[config.mk]
export PLATFORM = sky130hd
export DESIGN_NAME = radix_number_parser
export DESIGN_NICKNAME = d
export VERILOG_FILES = /design/src/rtl/rnp_pkg.sv /design/src/rtl/radix_number_parser.sv /design/src/rtl/rnp_step.sv
export SDC_FILE = /design/constraint.sdc
export NUM_CORES = 2
export LEC_CHECK = 0
export BUFFER_PORTS_ARGS = -buffer_cell sky130_fd_sc_hd__clkbuf_2
export CORE_ASPECT_RATIO = 0.6
export CORE_MARGIN = 2
export CORE_UTILIZATION = 61
export DETAILED_ROUTE_END_ITERATION = 7
export HOLD_SLACK_MARGIN = 0.08
export PLACE_DENSITY = 0.79
export SLEW_MARGIN = 20
export SYNTH_ARGS = -nofsm -noshare
export SYNTH_HDL_FRONTEND = slang
export SYNTH_SLANG_ARGS = --single-unit
[constraint.sdc]
create_clock -name aclk -period 14.6 [get_ports aclk]
set_clock_uncertainty 0.2 [all_clocks]
set_input_delay 1.46 -clock aclk [delete_from_list [all_inputs] [get_ports aclk]]
set_output_delay 1.46 -clock aclk [all_outputs]
set_load 0.01 [all_outputs]
[src/rtl/rnp_pkg.sv]
// Shared types, codes and character helpers for the radix number parser.
`timescale 1ns / 1ps

package rnp_pkg;

    localparam int VALUE_WIDTH_DEF = 64;
    localparam int COUNT_WIDTH_DEF = 16;
    localparam int RADIX_W         = 6;
    localparam logic [RADIX_W-1:0] RADIX_RESET = 6'd10;
    localparam logic [RADIX_W-1:0] RADIX_AUTO  = 6'd0;
    localparam logic [RADIX_W-1:0] RADIX_BIN   = 6'd2;
    localparam logic [RADIX_W-1:0] RADIX_OCT   = 6'd8;
    localparam logic [RADIX_W-1:0] RADIX_DEC   = 6'd10;
    localparam logic [RADIX_W-1:0] RADIX_HEX   = 6'd16;
    localparam logic [RADIX_W-1:0] RADIX_MAX   = 6'd36;
    localparam logic [RADIX_W-1:0] NO_WEIGHT   = 6'd36;

    localparam logic [7:0] CH_ZERO  = 8'h30;
    localparam logic [7:0] CH_PLUS  = 8'h2B;
    localparam logic [7:0] CH_MINUS = 8'h2D;
    localparam logic [7:0] CH_X_LO  = 8'h78;
    localparam logic [7:0] CH_X_UP  = 8'h58;
    localparam logic [7:0] CH_B_LO  = 8'h62;
    localparam logic [7:0] CH_B_UP  = 8'h42;

    typedef enum logic [2:0] {
        PH_IDLE,
        PH_LEAD,
        PH_SIGNED,
        PH_ZERO,
        PH_PREFIX,
        PH_DIGITS
    } phase_t;

    typedef struct packed {
        phase_t             phase;
        logic [RADIX_W-1:0] radix;
        logic               minus;
        logic               any;
    } ctrl_t;

    function automatic logic is_blank(input logic [7:0] c);
        return c inside {8'h20, 8'h09, 8'h0A, 8'h0D, 8'h0B, 8'h0C};
    endfunction

    // digit weight, NO_WEIGHT for non-alphanumeric bytes
    function automatic logic [RADIX_W-1:0] weight_of(input logic [7:0] c);
        logic [7:0] w;
        w = 8'd36;
        if (c inside {[8'h30:8'h39]}) begin
            w = c - 8'h30;
        end else if (c inside {[8'h61:8'h7A]}) begin
            w = c - 8'h61 + 8'd10;
        end else if (c inside {[8'h41:8'h5A]}) begin
            w = c - 8'h41 + 8'd10;
        end
        return w[RADIX_W-1:0];
    endfunction

endpackage

[src/rtl/radix_number_parser.sv]
// Top level of the streaming string-to-unsigned-integer parser.
//
//  channel   dir  handshake                   contents
//  s_axis    in   s_axis_tvalid/tready        tdata: char_in; tuser: start_flag
//  m_axis    out  m_axis_tvalid/tready        tdata: parsed_value, bytes_consumed
//                                             tuser: digits_found
//  cfg       in   cfg_wr_en                   cfg_wr_data: radix_setting
//
// One item per cycle while s_axis_tready is high; parse state updates in the accepting cycle
// through one 64x6 multiply-add, and each result is registered into the result register or the skid.
// A two-entry output buffer (result register plus skid) keeps s_axis_tready
// high while one result waits; it drops only when both entries are full.
// aresetn is synchronous, active low; radix_setting resets to 10.
`timescale 1ns / 1ps

module radix_number_parser #(
    parameter int VALUE_WIDTH = rnp_pkg::VALUE_WIDTH_DEF,
    parameter int COUNT_WIDTH = rnp_pkg::COUNT_WIDTH_DEF,
    localparam int TDATA_W    = ((VALUE_WIDTH + COUNT_WIDTH + 7) / 8) * 8
) (
    input  logic                        aclk,
    input  logic                        aresetn,
    input  logic                        s_axis_tvalid,
    output logic                        s_axis_tready,
    input  logic [7:0]                  s_axis_tdata,   // [7:0] char_in
    input  logic                        s_axis_tuser,   // [0] start_flag
    output logic                        m_axis_tvalid,
    input  logic                        m_axis_tready,
    output logic [TDATA_W-1:0]          m_axis_tdata,   // parsed_value, bytes_consumed, zero pad
    output logic                        m_axis_tuser,   // [0] digits_found
    input  logic                        cfg_wr_en,
    input  logic [rnp_pkg::RADIX_W-1:0] cfg_wr_data     // radix_setting
);

    localparam int RES_W = VALUE_WIDTH + COUNT_WIDTH + 1;

    logic [rnp_pkg::RADIX_W-1:0] radix_cfg_reg;
    rnp_pkg::ctrl_t              ctrl_reg;
    rnp_pkg::ctrl_t              ctrl_next;
    logic [VALUE_WIDTH-1:0]      acc_reg;
    logic [VALUE_WIDTH-1:0]      acc_next;
    logic [COUNT_WIDTH-1:0]      pos_reg;
    logic [COUNT_WIDTH-1:0]      pos_next;
    logic                        emit;
    logic [VALUE_WIDTH-1:0]      res_value;
    logic [COUNT_WIDTH-1:0]      res_count;
    logic                        res_digits;
    logic [RES_W-1:0]            res_word;
    logic [RES_W-1:0]            out_reg;
    logic [RES_W-1:0]            skid_reg;
    logic                        out_valid_reg;
    logic                        skid_valid_reg;
    logic                        in_fire;
    logic                        out_fire;

    rnp_step #(
        .VALUE_WIDTH(VALUE_WIDTH),
        .COUNT_WIDTH(COUNT_WIDTH)
    ) u_step (
        .char_in    (s_axis_tdata),
        .start_flag (s_axis_tuser),
        .cfg_radix  (radix_cfg_reg),
        .ctrl_cur   (ctrl_reg),
        .acc_cur    (acc_reg),
        .pos_cur    (pos_reg),
        .ctrl_next  (ctrl_next),
        .acc_next   (acc_next),
        .pos_next   (pos_next),
        .emit       (emit),
        .res_value  (res_value),
        .res_count  (res_count),
        .res_digits (res_digits)
    );

    assign s_axis_tready = !skid_valid_reg;
    assign in_fire       = s_axis_tvalid && s_axis_tready;
    assign out_fire      = out_valid_reg && m_axis_tready;
    assign res_word      = {res_digits, res_count, res_value};

    assign m_axis_tvalid = out_valid_reg;
    assign m_axis_tdata  = TDATA_W'(out_reg[VALUE_WIDTH+COUNT_WIDTH-1:0]);
    assign m_axis_tuser  = out_reg[RES_W-1];

    always_ff @(posedge aclk) begin
        if (!aresetn) begin
            radix_cfg_reg  <= rnp_pkg::RADIX_RESET;
            ctrl_reg       <= '{phase: rnp_pkg::PH_IDLE, radix: '0, minus: 1'b0, any: 1'b0};
            acc_reg        <= '0;
            pos_reg        <= '0;
            out_valid_reg  <= 1'b0;
            skid_valid_reg <= 1'b0;
        end else begin
            if (cfg_wr_en) begin
                radix_cfg_reg <= cfg_wr_data;
            end
            if (in_fire) begin
                ctrl_reg <= ctrl_next;
                acc_reg  <= acc_next;
                pos_reg  <= pos_next;
            end
            if (in_fire && emit) begin
                if (!out_valid_reg || out_fire) begin
                    out_reg       <= res_word;
                    out_valid_reg <= 1'b1;
                end else begin
                    skid_reg       <= res_word;
                    skid_valid_reg <= 1'b1;
                end
            end else if (out_fire) begin
                if (skid_valid_reg) begin
                    out_reg        <= skid_reg;
                    skid_valid_reg <= 1'b0;
                end else begin
                    out_valid_reg <= 1'b0;
                end
            end
        end
    end

endmodule

[src/rtl/rnp_step.sv]
// Next-state and result logic for one item of the parser.
`timescale 1ns / 1ps

module rnp_step #(
    parameter int VALUE_WIDTH = rnp_pkg::VALUE_WIDTH_DEF,
    parameter int COUNT_WIDTH = rnp_pkg::COUNT_WIDTH_DEF
) (
    input  logic [7:0]                   char_in,
    input  logic                         start_flag,
    input  logic [rnp_pkg::RADIX_W-1:0]  cfg_radix,
    input  rnp_pkg::ctrl_t               ctrl_cur,
    input  logic [VALUE_WIDTH-1:0]       acc_cur,
    input  logic [COUNT_WIDTH-1:0]       pos_cur,
    output rnp_pkg::ctrl_t               ctrl_next,
    output logic [VALUE_WIDTH-1:0]       acc_next,
    output logic [COUNT_WIDTH-1:0]       pos_next,
    output logic                         emit,
    output logic [VALUE_WIDTH-1:0]       res_value,
    output logic [COUNT_WIDTH-1:0]       res_count,
    output logic                         res_digits
);

    localparam logic [COUNT_WIDTH-1:0] COUNT_MAX = {COUNT_WIDTH{1'b1}};

    rnp_pkg::ctrl_t                  base;
    logic [VALUE_WIDTH-1:0]          acc_b;
    logic [COUNT_WIDTH-1:0]          pos_b;
    logic                            active;
    logic                            do_digit;
    logic                            zero_pref;
    logic                            digit_ok;
    logic                            first_auto;
    logic                            zero_auto;
    logic [rnp_pkg::RADIX_W-1:0]     dr;
    logic [rnp_pkg::RADIX_W-1:0]     w;
    logic [COUNT_WIDTH-1:0]          end_pos;
    logic [VALUE_WIDTH+5:0]          prod;
    logic [VALUE_WIDTH-1:0]          mac;
    logic [VALUE_WIDTH-1:0]          signed_val;

    always_comb begin
        if (start_flag) begin
            base.phase = rnp_pkg::PH_LEAD;
            base.radix = cfg_radix;
            base.minus = 1'b0;
            base.any   = 1'b0;
            acc_b      = '0;
            pos_b      = '0;
            active     = 1'b1;
        end else begin
            base   = ctrl_cur;
            acc_b  = acc_cur;
            pos_b  = (pos_cur == COUNT_MAX) ? pos_cur : pos_cur + 1'b1;
            active = (ctrl_cur.phase != rnp_pkg::PH_IDLE);
        end
    end

    // auto radix resolves to decimal on a first digit, octal after a leading zero
    assign first_auto = (base.phase == rnp_pkg::PH_LEAD || base.phase == rnp_pkg::PH_SIGNED) &&
                        (base.radix == rnp_pkg::RADIX_AUTO);
    assign zero_auto  = (base.phase == rnp_pkg::PH_ZERO) && (base.radix == rnp_pkg::RADIX_AUTO);
    assign dr         = first_auto ? rnp_pkg::RADIX_DEC :
                        zero_auto  ? rnp_pkg::RADIX_OCT : base.radix;

    assign w         = rnp_pkg::weight_of(char_in);
    assign zero_pref = (char_in == rnp_pkg::CH_ZERO) &&
                       (base.radix == rnp_pkg::RADIX_AUTO || base.radix == rnp_pkg::RADIX_BIN ||
                        base.radix == rnp_pkg::RADIX_HEX);
    assign prod      = acc_b * dr;
    assign mac       = prod[VALUE_WIDTH-1:0] + VALUE_WIDTH'(w);
    assign digit_ok  = (dr >= rnp_pkg::RADIX_BIN) && (dr <= rnp_pkg::RADIX_MAX) && (w < dr);
    assign signed_val = base.minus ? ('0 - acc_b) : acc_b;

    always_comb begin
        ctrl_next  = ctrl_cur;
        acc_next   = acc_cur;
        pos_next   = pos_cur;
        emit       = 1'b0;
        do_digit   = 1'b0;
        end_pos    = pos_b;
        res_value  = base.any ? signed_val : '0;
        res_digits = base.any;

        if (active) begin
            ctrl_next = base;
            acc_next  = acc_b;
            pos_next  = pos_b;
            case (base.phase)
                rnp_pkg::PH_LEAD, rnp_pkg::PH_SIGNED: begin
                    if (base.phase == rnp_pkg::PH_LEAD && rnp_pkg::is_blank(char_in)) begin
                        ctrl_next = base;
                    end else if (base.phase == rnp_pkg::PH_LEAD &&
                                 (char_in == rnp_pkg::CH_PLUS ||
                                  char_in == rnp_pkg::CH_MINUS)) begin
                        ctrl_next.minus = (char_in == rnp_pkg::CH_MINUS);
                        ctrl_next.phase = rnp_pkg::PH_SIGNED;
                    end else if (zero_pref) begin
                        acc_next        = '0;
                        ctrl_next.any   = 1'b1;
                        ctrl_next.phase = rnp_pkg::PH_ZERO;
                    end else begin
                        do_digit = 1'b1;
                    end
                end
                rnp_pkg::PH_ZERO: begin
                    if ((char_in == rnp_pkg::CH_X_LO || char_in == rnp_pkg::CH_X_UP) &&
                        (base.radix == rnp_pkg::RADIX_AUTO ||
                         base.radix == rnp_pkg::RADIX_HEX)) begin
                        ctrl_next.radix = rnp_pkg::RADIX_HEX;
                        ctrl_next.phase = rnp_pkg::PH_PREFIX;
                    end else if ((char_in == rnp_pkg::CH_B_LO || char_in == rnp_pkg::CH_B_UP) &&
                        (base.radix == rnp_pkg::RADIX_AUTO ||
                         base.radix == rnp_pkg::RADIX_BIN)) begin
                        ctrl_next.radix = rnp_pkg::RADIX_BIN;
                        ctrl_next.phase = rnp_pkg::PH_PREFIX;
                    end else begin
                        do_digit = 1'b1;
                    end
                end
                rnp_pkg::PH_PREFIX: begin
                    // a bare prefix ends the number right after the leading zero
                    do_digit = 1'b1;
                    end_pos  = (pos_b == COUNT_MAX) ? COUNT_MAX : pos_b - 1'b1;
                end
                rnp_pkg::PH_DIGITS: begin
                    do_digit = 1'b1;
                end
                default: begin
                    ctrl_next.phase = rnp_pkg::PH_IDLE;
                end
            endcase

            if (do_digit) begin
                ctrl_next.radix = dr;
                if (digit_ok) begin
                    acc_next        = mac;
                    ctrl_next.any   = 1'b1;
                    ctrl_next.phase = rnp_pkg::PH_DIGITS;
                end else begin
                    emit            = 1'b1;
                    ctrl_next.phase = rnp_pkg::PH_IDLE;
                end
            end
        end
        res_count = base.any ? end_pos : '0;
    end

endmodule

Yosys cells after proc, flatten, opt, wreduce, memory -nomap -nowiden
Index checks and enable logic that the tools add are counted.
{"block": "classes", "n_addsub": 9, "mul": 1, "div_mod_pow": 0, "magnitude_cmp": 9, "eq_ne": 25, "shift": 0, "mux": 59, "n_bitwise": 1, "n_reduce_logical": 37}
{"cell": "$mux 64", "count": 9}
{"cell": "$mux 81", "count": 4}
{"cell": "$mux 16", "count": 6}
{"cell": "$add 64x6->64", "count": 1}
{"cell": "$mul 64x6->64", "count": 1}
{"cell": "$sub 1x64->64 const A", "count": 1}
{"cell": "$eq 8x4->1 const B", "count": 5}
{"cell": "$mux 6", "count": 6}
{"cell": "$eq 16x16->1 const B", "count": 2}
{"cell": "$eq 8x6->1 const B", "count": 4}
{"cell": "$eq 8x7->1 const B", "count": 4}
{"cell": "$mux 9", "count": 3}
{"cell": "$mux 1", "count": 22}
{"cell": "$add 16x1->16 const B", "count": 1}
{"cell": "$ge 8x7->1 const B", "count": 2}
{"cell": "$le 8x7->1 const B", "count": 2}
{"cell": "$sub 16x1->16 const B", "count": 1}
{"cell": "$logic_and 1x1->1", "count": 15}
{"cell": "$add 6x4->6 const B", "count": 2}
{"cell": "$mux 3", "count": 4}
{"cell": "$sub 6x6->6 const B", "count": 2}
{"cell": "$mux 11", "count": 1}
{"cell": "$pmux 3 s3", "count": 1}
{"cell": "$ge 8x6->1 const B", "count": 1}
{"cell": "other kinds (25)", "count": 41}
{"block": "totals", "ff_bits": 261, "latchBits": 0, "ramBits": 0, "rom_bits": 0, "in_bits": 20, "word_cells": 152, "n_memories": 0}

Longest topological paths before layout
{"block": "depth", "depth_word": 15, "depth_mapped": 29}

Hierarchy
Synthesis repeated with hierarchy kept, for this count alone.
{"block": "hier_totals", "hier_cells": 2871, "hier_area_um2": 26556.7}
{"module": "rnp_step", "n_inst": 1, "cells_per_inst": 2188, "area_each_um2": 16804.9, "seq_area_each_um2": 0.0}
{"module": "radix_number_parser", "n_inst": 1, "cells_per_inst": 683, "area_each_um2": 9751.9, "seq_area_each_um2": 6846.6}

Worst setup path before layout
Ideal clock, no wire load.
{"block": "synth_path", "path_kind": "input to register", "from": "input s_axis_tuser", "to": "register skid_reg[0] (enable)", "setup_ns": 0.729, "arrival_ns": 12.266, "required_time_ns": 13.671, "setup_slack_ns": 1.405, "cell_stages": 18, "cell_sequence": "buf_2 -> buf_2 -> buf_2 -> buf_2 -> buf_2 -> buf_2 -> buf_2 -> buf_1 -> a21oi_1 -> ha_1 -> and4_1 -> a221oi_1 -> o221ai_1 -> a211o_2 -> nand3_1 -> buf_2 -> clkbuf_1 -> nor4_1"}
{"block": "synth_between", "elab_chain_cells": 14, "word_cells_on_any_way": 42, "cone_classes": "order compare (3); eq/ne (7); mux (14); reduce/logical (18)"}
{"element": "start: declaration", "line_no": "radix_number_parser.sv:26", "source": "input logic s_axis_tuser,"}
{"element": "parallel branches: the longest is 11 deep, another holds $ge 6x2->1"}
{"element": "$mux 1 (*)", "line_no": "rnp_step.sv:84", "source": "if (active) begin"}
{"element": "$logic_and 1x1->1 (*)", "line_no": "radix_number_parser.sv:101", "source": "if (in_fire && emit) begin"}
{"element": "$reduce_and 3->1 (no source line) (*)"}
{"element": "end signal: assignment", "line_no": "radix_number_parser.sv:106", "source": "skid_reg <= res_word;"}
{"element": "end: declaration", "line_no": "radix_number_parser.sv:50", "source": "logic [RES_W-1:0] skid_reg;"}
Mark *: on every way between the ends. The select of a mux whose other input is x is not followed.
A chain may end at the register's enable or synchronous reset.

Final worst setup path
{"block": "layout_path", "from": "input s_axis_tuser", "to": "register acc_reg[63]"}
{"block": "layout_between", "elab_chain_cells": 11, "word_cells_on_any_way": 47, "cone_classes": "add/sub (1); mul (1); order compare (3); eq/ne (7); mux (18); reduce/logical (17)"}
{"element": "parallel branches: the longest is 11 deep, another holds $mul 64x6->64"}
{"element": "end signal: assignment", "line_no": "radix_number_parser.sv:98", "source": "acc_reg <= acc_next;"}
{"element": "end: declaration", "line_no": "radix_number_parser.sv:40", "source": "logic [VALUE_WIDTH-1:0] acc_reg;"}
Several ways; the timed one is not identified. The select of a mux whose other input is x is not followed.

==> impl_table.tex <==
\begin{tabular}{lr}
\hline
Metric & Value \\
\hline
\multicolumn{2}{l}{\textbf{STA}} \\
\quad Final setup violation count & 0 \\
\quad Final-report hold violation count & 0 \\
\quad Number of max-slew violations in the final report & 0 \\
\quad Slack of the critical path & 5518 ps \\
\quad Slew Limit Headroom & 27.05\% \\
\quad Slew at the pin with the worst max-slew slack & 1090 ps \\
\quad Final min period & 9082 ps \\
\quad Final worst path period share & 62.21\% \\
\quad Final-layout setup total negative slack & 0 ps \\
\quad Maximum clock frequency & 110.1 MHz \\
\quad Setup repair after global routing missed its margin & no \\
\multicolumn{2}{l}{\textbf{Placed design}} \\
\quad Half-perimeter wire length after detailed placement & 53.30 mm \\
\quad Pre-CTS WS & 4579 ps \\
\quad Post-placement cell count & 3,118 \\
\quad Total placed instance area & 25,820 um\^{}2 \\
\quad Number of I/O port buffers & 102 \\
\quad Placer Congestion & 0.9538 \\
\multicolumn{2}{l}{\textbf{Route}} \\
\quad Via total after detailed routing & 20,880 \\
\quad Remaining DRCs & 0 \\
\quad Overall routed net length & 73.58 mm \\
\quad Number of vias per cell after detailed routing & 6.587 \\
\quad Number of detailed-route iterations in the first pass & 6 \\
\quad Metal1 wirelength & 31.83 mm \\
\quad Mean routed wirelength per cell & 23.21 um \\
\quad Met3 WL & 8.429 mm \\
\quad Top layer in use & met4 \\
\quad DRT iter0 DRCs & 2,427 \\
\quad Detail Route met2 WL & 31.30 mm \\
\quad Detail Route Antenna Nets & 0 \\
\multicolumn{2}{l}{\textbf{Synth}} \\
\quad Share of the yosys chip area belonging to registers & 27.20\% \\
\quad Total of flip-flops plus latches after synthesis & 261 \\
\quad Post-synth EDFFs & 162 \\
\quad Synth Flop Type & sky130\_fd\_sc\_hd\_\_edfxtp\_1 \\
\quad Number of distinct library cells after synthesis & 98 \\
\quad Synth Net Count & 3,057 \\
\quad Syn\_area\_per\_cell & 9.494 um\^{}2 \\
\quad Synthesized instance count & 2,651 \\
\quad Cell Area, Synth & 25,170 um\^{}2 \\
\quad Syn. warnings & 0 \\
\quad Async SR Flop Fraction & 0\% \\
\multicolumn{2}{l}{\textbf{Power and ir drop}} \\
\quad Total power & 0.001739 W \\
\quad Power density over cell area & 65.08 nW/um\^{}2 \\
\quad Leakage Power & 11.97 nW \\
\quad Worst IR Drop VDD & 0.07866 mV \\
\multicolumn{2}{l}{\textbf{CTS}} \\
\quad Number of buffers inserted during clock tree synthesis & 27 \\
\quad Root buffer selected by CTS & sky130\_fd\_sc\_hd\_\_clkbuf\_16 \\
\quad CTS H-Tree Depth & 1 \\
\quad Clock-pin slew of the registers on the worst-case setup and hold paths & 70 ps \\
\quad Post-CTS Setup Inserts & 0 \\
\quad CTS-repair resized insts & 0 \\
\quad \# hold bufs at CTS & 0 \\
\quad Clk buf depth & 3 \\
\quad Clk Latency, worst-skew pair & 590 ps \\
\quad Clock tree from TritonCTS & done \\
\quad CTS sink count & 261 \\
\multicolumn{2}{l}{\textbf{Min path}} \\
\quad Hold Crit Depth & 2 \\
\quad Worst hold-check path type & register to register \\
\multicolumn{2}{l}{\textbf{Floorplanning}} \\
\quad Total number of placement rows & 57 \\
\quad \# IOs & 103 \\
\quad Core area & 40,580 um\^{}2 \\
\quad Initial core utilization & 62.02\% \\
\quad Die width & 266.2 um \\
\quad Die H & 161.3 um \\
\quad Die outline area & 42,950 um\^{}2 \\
\multicolumn{2}{l}{\textbf{Layout}} \\
\quad Proportion of layout cells with a drive suffix above 1 & 10.12\% \\
\quad Final std cell area, no fill & 26,710 um\^{}2 \\
\quad Number of nets in the final layout & 3,023 \\
\quad \# fillers & 3,223 \\
\quad Area growth from synthesis to layout & 6.145\% \\
\quad Final non-filler cell total & 3,170 \\
\multicolumn{2}{l}{\textbf{Setup path}} \\
\quad Startpoint type of the worst setup path & primary input \\
\quad Critical path data required time & 14,880 ps \\
\quad Signal arrival time at the worst endpoint & 9360 ps \\
\quad Worst reg2reg path depth & 23 \\
\quad Critical path class & primary input to register \\
\quad Endpoint class of the critical path & register \\
\quad Crit-path max FO & 44 \\
\multicolumn{2}{l}{\textbf{Global route}} \\
\quad Largest net degree at the start of global routing & 89 \\
\quad GRT Residual Overflow & 0 \\
\quad Global-route wire length before repair & 116.9 mm \\
\quad Overall routing resource usage & 34.57\% \\
\quad Initial antenna violation count & 1 \\
\quad Vias in the first global route & 20,980 \\
\multicolumn{2}{l}{\textbf{Run}} \\
\quad Count of max-cap constraint violations & 0 \\
\multicolumn{2}{l}{\textbf{Run status}} \\
\quad Outcome & finished clean \\
\hline
\end{tabular}
## Yosys cell counts, drive strengths merged (51+ instances only)
library cell	number	area share, %
fa	240	19
nand2	221	3.3
and3	102	2.5
ha	146	7.3
dfxtp	99	7.9
nor2	262	4.0
and2	191	4.7
edfxtp	162	19
xnor2	75	2.6
o31ai	58	1.7
clkbuf	142	2.1
o21ai	88	1.8
a21oi	137	2.8
xor2	71	2.5
nor3	51	1.1
buf	51	1.1
inv	96	1.4
## worst max-delay path, cell delays in order
cell	delay [ps]
sky130_fd_sc_hd__buf_2	80
sky130_fd_sc_hd__buf_4	420
sky130_fd_sc_hd__or3b_1	440
sky130_fd_sc_hd__and2_1	200
sky130_fd_sc_hd__nor4b_2	440
sky130_fd_sc_hd__a211oi_2	90
sky130_fd_sc_hd__buf_4	290
sky130_fd_sc_hd__nor2_4	360
sky130_fd_sc_hd__nand2_1	120
sky130_fd_sc_hd__fa_1	480
sky130_fd_sc_hd__fa_1	540
sky130_fd_sc_hd__inv_1	50
sky130_fd_sc_hd__fa_1	530
sky130_fd_sc_hd__inv_1	60
sky130_fd_sc_hd__fa_1	520
sky130_fd_sc_hd__inv_1	40
sky130_fd_sc_hd__ha_1	340
sky130_fd_sc_hd__nand2_1	80
sky130_fd_sc_hd__o21ai_1	160
sky130_fd_sc_hd__a21oi_1	140
sky130_fd_sc_hd__o31ai_1	380
sky130_fd_sc_hd__a21oi_1	210
sky130_fd_sc_hd__o211ai_1	620
sky130_fd_sc_hd__a21oi_1	330
sky130_fd_sc_hd__or4_1	590
sky130_fd_sc_hd__o21a_1	120
sky130_fd_sc_hd__a32o_1	240
## layout make-up
cell class | count | area [um^2] | area share (%)
Clock inverter | 21 | 186.4 | 0.6979
Tap cell | 531 | 664.4 | 2.487
Timing Repair Buffer | 130 | 737.0 | 2.759
Clock buffer | 29 | 683.2 | 2.557
Inverter | 98 | 367.9 | 1.377
Antenna cell | 1 | 2.502 | 0.009367
Sequential cell | 261 | 6847 | 25.63
Multi-Input combinational cell | 2099 | 17230 | 64.48
## through the flow
stage	hold WS [ps]	utilization, %
global route	329.4	65.82
floorplan	254.0	-
global placement	278.1	63.61
detailed placement	289.1	63.62
finish	298.6	65.83
CTS	298.5	65.77
## cells by family (layout without fill, tap and decap cells)
logic type               Yosys count  in the layout  synth area share [%]
AND/OR/NAND/NOR                  983            983                 19.92
AO/OA/AOI/OAI                    522            522                 14.10
adder cells (fa/ha/maj)          386            386                 26.35
buffers and inverters            291            278                 4.648
flip-flops                       261            261                 27.20
XOR/XNOR                         146            146                 5.081
multiplexers                      62             62                 2.704
other                              0              1                     0
## path summary, 6_finish.rpt
check / start / end / slack [ps]
min: pos_reg[1]$_SDFFE_PN0P_ / pos_reg[1]$_SDFFE_PN0P_ / 300
max: s_axis_tuser / acc_reg[63]$_SDFFE_PN0P_ / 5520
max reg2reg: ctrl_reg[7]$_SDFFE_PN0P_ / acc_reg[58]$_SDFFE_PN0P_ / 6510
min reg2reg: pos_reg[1]$_SDFFE_PN0P_ / pos_reg[1]$_SDFFE_PN0P_ / 300
## power breakdown
part / internal, W / switching (W) / total [W] / leakage (nW)
clock network: 0.000379 / 0.000332 / 0.000711 / 0.406
logic: 0.0000624 / 0.000158 / 0.000220 / 9.21
registers: 0.000794 / 0.0000133 / 0.000807 / 2.36
## layer usage
metal | GRT usage, % | up-vias
met5 | 0 | -
met4 | 9.499 | 0
met3 | 8.751 | 164
met2 | 50.41 | 1286
met1 | 51.18 | 10220
li1 | - | 9209
## layout by cell type (no fill, tap or decap), drive strengths merged, types with 17 or more instances in the layout
cell type and count:
xor2 71, nor4 18, edfxtp 162, and2 191, nor2 262, mux2i 17
fa 240, o21ai 88, xnor2 75, inv 99, a22o 43, a31oi 24
mux2 45, clkbuf 130, buf 29, nor3 51, nand2 221, and3 102
nand4 19, a21o 31, dfxtp 99, nand3 36, o31ai 58, ha 146
a21oi 137
(Power assumes the default switching activity.)
